`src/hw/rtl/fbpst_pkg.sv`:
```
// shared types and constants for the block page status tracker
`timescale 1ns / 1ps

package fbpst_pkg;

    // field widths fixed by the stream format
    localparam int BLK_W  = 10;
    localparam int PAGE_W = 6;
    localparam int CNT_W  = 7;
    localparam int WEAR_W = 32;
    localparam int CFG_W  = 7;

    localparam logic [CFG_W-1:0] PAGES_IN_USE_RST = 7'd64;

    // event codes carried on s_tuser
    localparam logic [1:0] ACT_PROGRAM   = 2'd0;
    localparam logic [1:0] ACT_PROG_FAIL = 2'd1;
    localparam logic [1:0] ACT_ERASE     = 2'd2;
    localparam logic [1:0] ACT_READ      = 2'd3;

    // block lifecycle codes
    localparam logic [1:0] BLK_FREE   = 2'd0;
    localparam logic [1:0] BLK_OPEN   = 2'd1;
    localparam logic [1:0] BLK_CLOSED = 2'd2;

    // read outcomes, only uncorrectable marks a page failed
    localparam logic [1:0] RD_CLEAN         = 2'd0;
    localparam logic [1:0] RD_CORRECTED     = 2'd1;
    localparam logic [1:0] RD_UNCORRECTABLE = 2'd2;

    // controller to datapath
    typedef struct packed {
        logic clr_wr;
        logic req_load;
        logic rd_old;
        logic rd_tgt;
        logic wr_old;
        logic wr_tgt;
        logic out_load;
    } dp_cmd_t;

    // datapath to controller
    typedef struct packed {
        logic clr_last;
        logic old_hit;
        logic tgt_hit;
        logic out_free;
    } dp_sts_t;

endpackage

```
`src/hw/rtl/fbpst_ctrl.sv`:
```
// sequencing state machine for the block page status tracker
`timescale 1ns / 1ps

module fbpst_ctrl (
    input  logic                aclk,
    input  logic                aresetn,
    input  logic                in_valid,
    output logic                in_ready,
    input  fbpst_pkg::dp_sts_t  sts,
    output fbpst_pkg::dp_cmd_t  cmd
);

    typedef enum logic [2:0] {
        S_CLEAR,
        S_IDLE,
        S_DISPATCH,
        S_WR_OLD,
        S_RD_TGT,
        S_WR_TGT,
        S_ZERO
    } state_t;

    state_t state_reg;
    state_t state_next;

    always_comb begin
        state_next = state_reg;
        cmd        = '0;
        in_ready   = 1'b0;
        case (state_reg)
            S_CLEAR: begin
                cmd.clr_wr = 1'b1;
                if (sts.clr_last) begin
                    state_next = S_IDLE;
                end
            end
            S_IDLE: begin
                in_ready = 1'b1;
                if (in_valid) begin
                    cmd.req_load = 1'b1;
                    state_next   = S_DISPATCH;
                end
            end
            S_DISPATCH: begin
                if (sts.old_hit) begin
                    cmd.rd_old = 1'b1;
                    state_next = S_WR_OLD;
                end else if (sts.tgt_hit) begin
                    cmd.rd_tgt = 1'b1;
                    state_next = S_WR_TGT;
                end else begin
                    state_next = S_ZERO;
                end
            end
            S_WR_OLD: begin
                cmd.wr_old = 1'b1;
                state_next = S_RD_TGT;
            end
            S_RD_TGT: begin
                cmd.rd_tgt = 1'b1;
                state_next = S_WR_TGT;
            end
            S_WR_TGT: begin
                if (sts.out_free) begin
                    cmd.wr_tgt   = 1'b1;
                    cmd.out_load = 1'b1;
                    state_next   = S_IDLE;
                end
            end
            S_ZERO: begin
                if (sts.out_free) begin
                    cmd.out_load = 1'b1;
                    state_next   = S_IDLE;
                end
            end
            default: begin
                state_next = S_IDLE;
            end
        endcase
    end

    always_ff @(posedge aclk) begin
        if (!aresetn) begin
            state_reg <= S_CLEAR;
        end else begin
            state_reg <= state_next;
        end
    end

`ifndef SYNTH
    // the table sweep writes nothing else and takes no request
    a_clear_exclusive: assert property (@(posedge aclk) disable iff (!aresetn)
        cmd.clr_wr |-> !in_ready && !cmd.wr_old && !cmd.wr_tgt)
        else $error("clear sweep overlaps request traffic");

    // a result is only loaded when the output register can take it
    a_out_free: assert property (@(posedge aclk) disable iff (!aresetn)
        cmd.out_load |-> sts.out_free)
        else $error("result loaded over a pending result");

    // the old copy update is always followed by the target read
    a_old_then_tgt: assert property (@(posedge aclk) disable iff (!aresetn)
        cmd.wr_old |=> cmd.rd_tgt)
        else $error("old copy update not followed by target read");

    // an accepted request produces nothing on the ram in the same cycle
    a_accept_quiet: assert property (@(posedge aclk) disable iff (!aresetn)
        cmd.req_load |-> !cmd.rd_old && !cmd.rd_tgt && !cmd.out_load)
        else $error("ram or output activity during accept");
`endif

endmodule

```
`config.mk`:
```
export PLATFORM = sky130hd
export DESIGN_NAME = fbpst_ctrl
export DESIGN_NICKNAME = d
export VERILOG_FILES = /design/src/hw/rtl/fbpst_pkg.sv /design/src/hw/rtl/fbpst_ctrl.sv
export SDC_FILE = /design/constraint.sdc
export NUM_CORES = 1
export LEC_CHECK = 0
export ABC_CLOCK_PERIOD_IN_PS = 1240
export BUFFER_PORTS_ARGS = -buffer_cell sky130_fd_sc_hd__buf_2
export CORE_AREA = 2 2 39 41
export DETAILED_ROUTE_END_ITERATION = 7
export DIE_AREA = 0 0 41 43
export GPL_ROUTABILITY_DRIVEN = 0
export PLACE_DENSITY_LB_ADDON = 0.05
export SLEW_MARGIN = 20
export SYNTH_ARGS = -nofsm -noshare
export SYNTH_HDL_FRONTEND = slang
export SYNTH_SLANG_ARGS = --single-unit
export TNS_END_PERCENT = 1
```
`constraint.sdc`:
```
create_clock -name aclk -period 1.24 [get_ports aclk]
set_clock_uncertainty 0.15 [all_clocks]
set_input_delay 0.248 -clock aclk [delete_from_list [all_inputs] [get_ports aclk]]
set_output_delay 0.248 -clock aclk [all_outputs]
set_load 0.01 [all_outputs]
```
==> summary.txt <==
Status
  – Status: complete, but fails checks
  – Failing checks: negative setup slack

Cells and area
  – Max reg flops: 3
  – P&R area growth vs syn: 77.9%
  – Area of the multi-input gates: 277 µm²
  – Reg area: 71.3 µm²
  – Share of cells above drive strength 1: 73.9%
  – Ant diodes: 0
  – Fillers: 155
  – Nets: 77

Floorplanning
  – Initial Util: 23.7%
  – Cell Rows: 14
  – Die height: 43 µm
  – Top Ports: 15
  – Core area: 1380 µm²
  – DIE WIDTH: 41 µm
  – Total die area: 1760 µm²

Worst setup path
  – Crit start category: register
  – Worst EP required: 840 ps
  – Crit end category: primary output
  – Crit-path cells: and2b_4, and3_4, buf_6
  – CP max stage cell: dfxtp_4
  – CP Max Fanout: 5
  – CP arrival: 1080 ps
  – Crit path kind: register to primary output
  – Slowest cell delay on critical path: 350 ps

CTS
  – CTS tree: done
  – Post-cts hold buffer count: 0
  – Root buf cell: clkbuf_4
  – Clk Latency, worst-skew pair: 230 ps
  – CTS Sinks: 3
  – Clk buf depth: 2
  – Num CTS Buffers: 3
  – H-tree Lvls: 1
  – CTS clock-pin slew for the worst setup and hold paths: 30 ps

Power and ir drop
  – Pwr/cell area: 1570 nW/µm²
  – Static Leakage: 0.000270 µW
  – Worst vdd ir: 708 µV

Drt
  – DRT antenna net count: 0
  – First-pass iteration count of the detailed router: 2
  – DR iter-0 viols: 2
  – WL/cell: 11.4 µm
  – Vias per cell: 4.65
  – Post-route DRC: 0
  – Total vias in the final route: 395
  – Post-Route WL: 970 µm

Yosys
  – Syn_nets: 49
  – Share of the synthesized area in the top cell type: 18.3%
  – YS warnings: 0
  – Post-Syn Area: 328 µm²
  – Yosys cell types: 25
  – Synth area leader: dfxtp_1
  – Synth area leaders: dfxtp_1, a21oi_1, buf_6
  – Syn Inst Count: 42
  – Count of state elements after synthesis: 3
  – Seq/Total Area, Yosys: 18.3%
  – Synth Area per Inst: 7.81 µm²

Flow run
  – Max-Cap Viols: 0

Timing
  – PnR worst setup slack: -243 ps
  – Setup TNS: -2100 ps
  – Slew HR: 81.1%
  – RSZ-0062 raised after global routing: yes
  – Peak Freq: 674 MHz
  – Tcrit/Tclk final: 120%
  – Final Hold Vio Count: 0
  – Min cycle time layout: 1480 ps
  – WHS: 99.9 ps
  – Slew Viols, Final: 0
  – Endpoints failing setup: 11
  – Least-Margin Pin Slew: 276 ps

Global route
  – Antenna violations before repair: 0
  – Largest net degree at the start of global routing: 11
  – Vias in the first global route: 400
  – GRT overflow: 0
  – Global-route wire length before repair: 1610 µm
  – Gr usage total: 13.2%

Placed design
  – Hpwl dp: 753 µm
  – Port bufs: 14

Min path
  – Hold Path Class: input pin to register
## metrics by stage
stage	power, µW	setup slack, ps	instances	cell area (µm²)	utilization [%]
after global routing	991	-300	85	583	42.1
after floorplan	479	-22.6	42	340	-
after global placement	622	-109	79	472	34.1
after detailed placement	632	-106	79	472	34.1
final	913	-243	85	583	42.1
after CTS	890	-250	85	553	40.0
## where the power goes
| part | switching [µW] | internal [µW] |
|---|---|---|
| registers | 59.7 | 134 |
| logic | 243 | 309 |
| clock network | 46.5 | 120 |
| total | 349 | 564 |
## worst paths after layout
| path | slack, ps | depth (start not counted) | from | end |
|---|---|---|---|---|
| worst min register to register | 530 | 3 | state_reg[2] | state_reg[0] |
| worst max register to register | -200 | 6 | state_reg[2] | state_reg[0] |
| worst min-delay path | 100 | 2 | aresetn | state_reg[1] |
| worst max-delay path | -240 | 3 | state_reg[1] | cmd[5] |
## synth_stat cells
| library cell | number |
|---|---|
| a211oi_2 | 1 |
| a21boi_2 | 1 |
| mux2_1 | 1 |
| and4_1 | 1 |
| nand2b_2 | 1 |
| a21oi_1 | 5 |
| nand2_1 | 4 |
| mux2i_1 | 1 |
| a31oi_1 | 1 |
| and3_2 | 2 |
| nor3_1 | 3 |
| nor2_1 | 4 |
| inv_2 | 1 |
| nand2b_1 | 1 |
| and4bb_4 | 1 |
| buf_4 | 1 |
| o21a_1 | 1 |
| inv_1 | 2 |
| o31ai_1 | 1 |
| a21o_1 | 1 |
| buf_6 | 2 |
| nor4_2 | 1 |
| and2b_4 | 1 |
| o21ai_1 | 1 |
| dfxtp_1 | 3 |
## placed cells by master (no fill, tap or decap), types with 2 or more instances in the layout
master	synthesis	routed
dfxtp_4	0	3
clkbuf_4	0	3
buf_6	2	2
buf_4	1	11
a21oi_2	0	2
nor3_2	0	2
nand2b_4	0	2
nor2_1	4	3
a21oi_1	5	3
buf_2	0	13
nand2_1	4	2
## area by class of cell
cell class,count,area share (%)
clock buffer,4,4.51
sequential,3,12.2
inverter,3,3.22
multi-input combinational,33,47.4
timing repair buffer,26,29.2
tap,16,3.43
## worst max-delay path: cells and delay by family (launching register included)
family | cells | cell delay, ps
and+or+nand+nor | 2 | 410
buffers and inverters | 1 | 90
DFF | 1 | 350
## per-layer routing
layer / GRT usage, % / wire (µm) / up-vias
li1: - / - / 204
met1: 15.0 / 416 / 183
met2: 21.9 / 509 / 8
met3: 3.14 / 43 / 0
met4: 6.00 / 0 / 0
met5: 0 / 0 / -
## kinds of logic after synthesis
| logic type | after synthesis | synth area share [%] |
|---|---|---|
| and+or+nand+nor | 19 | 37.4 |
| buffers and inverters | 6 | 12.6 |
| AOI/OAI and AO/OA | 12 | 25.2 |
| DFF | 3 | 18.3 |
| muxes | 2 | 6.49 |
## what timing repair did
item / in CTS / in global routing
endpoints found under the setup margin: 11 / 11
hold endpoints to repair: 0 / 0
gates resized for setup: 12 / 8
buffers inserted: 2 / 0
pin swaps: 2 / 5
Note: power is estimated with default switching activity, not from simulation.
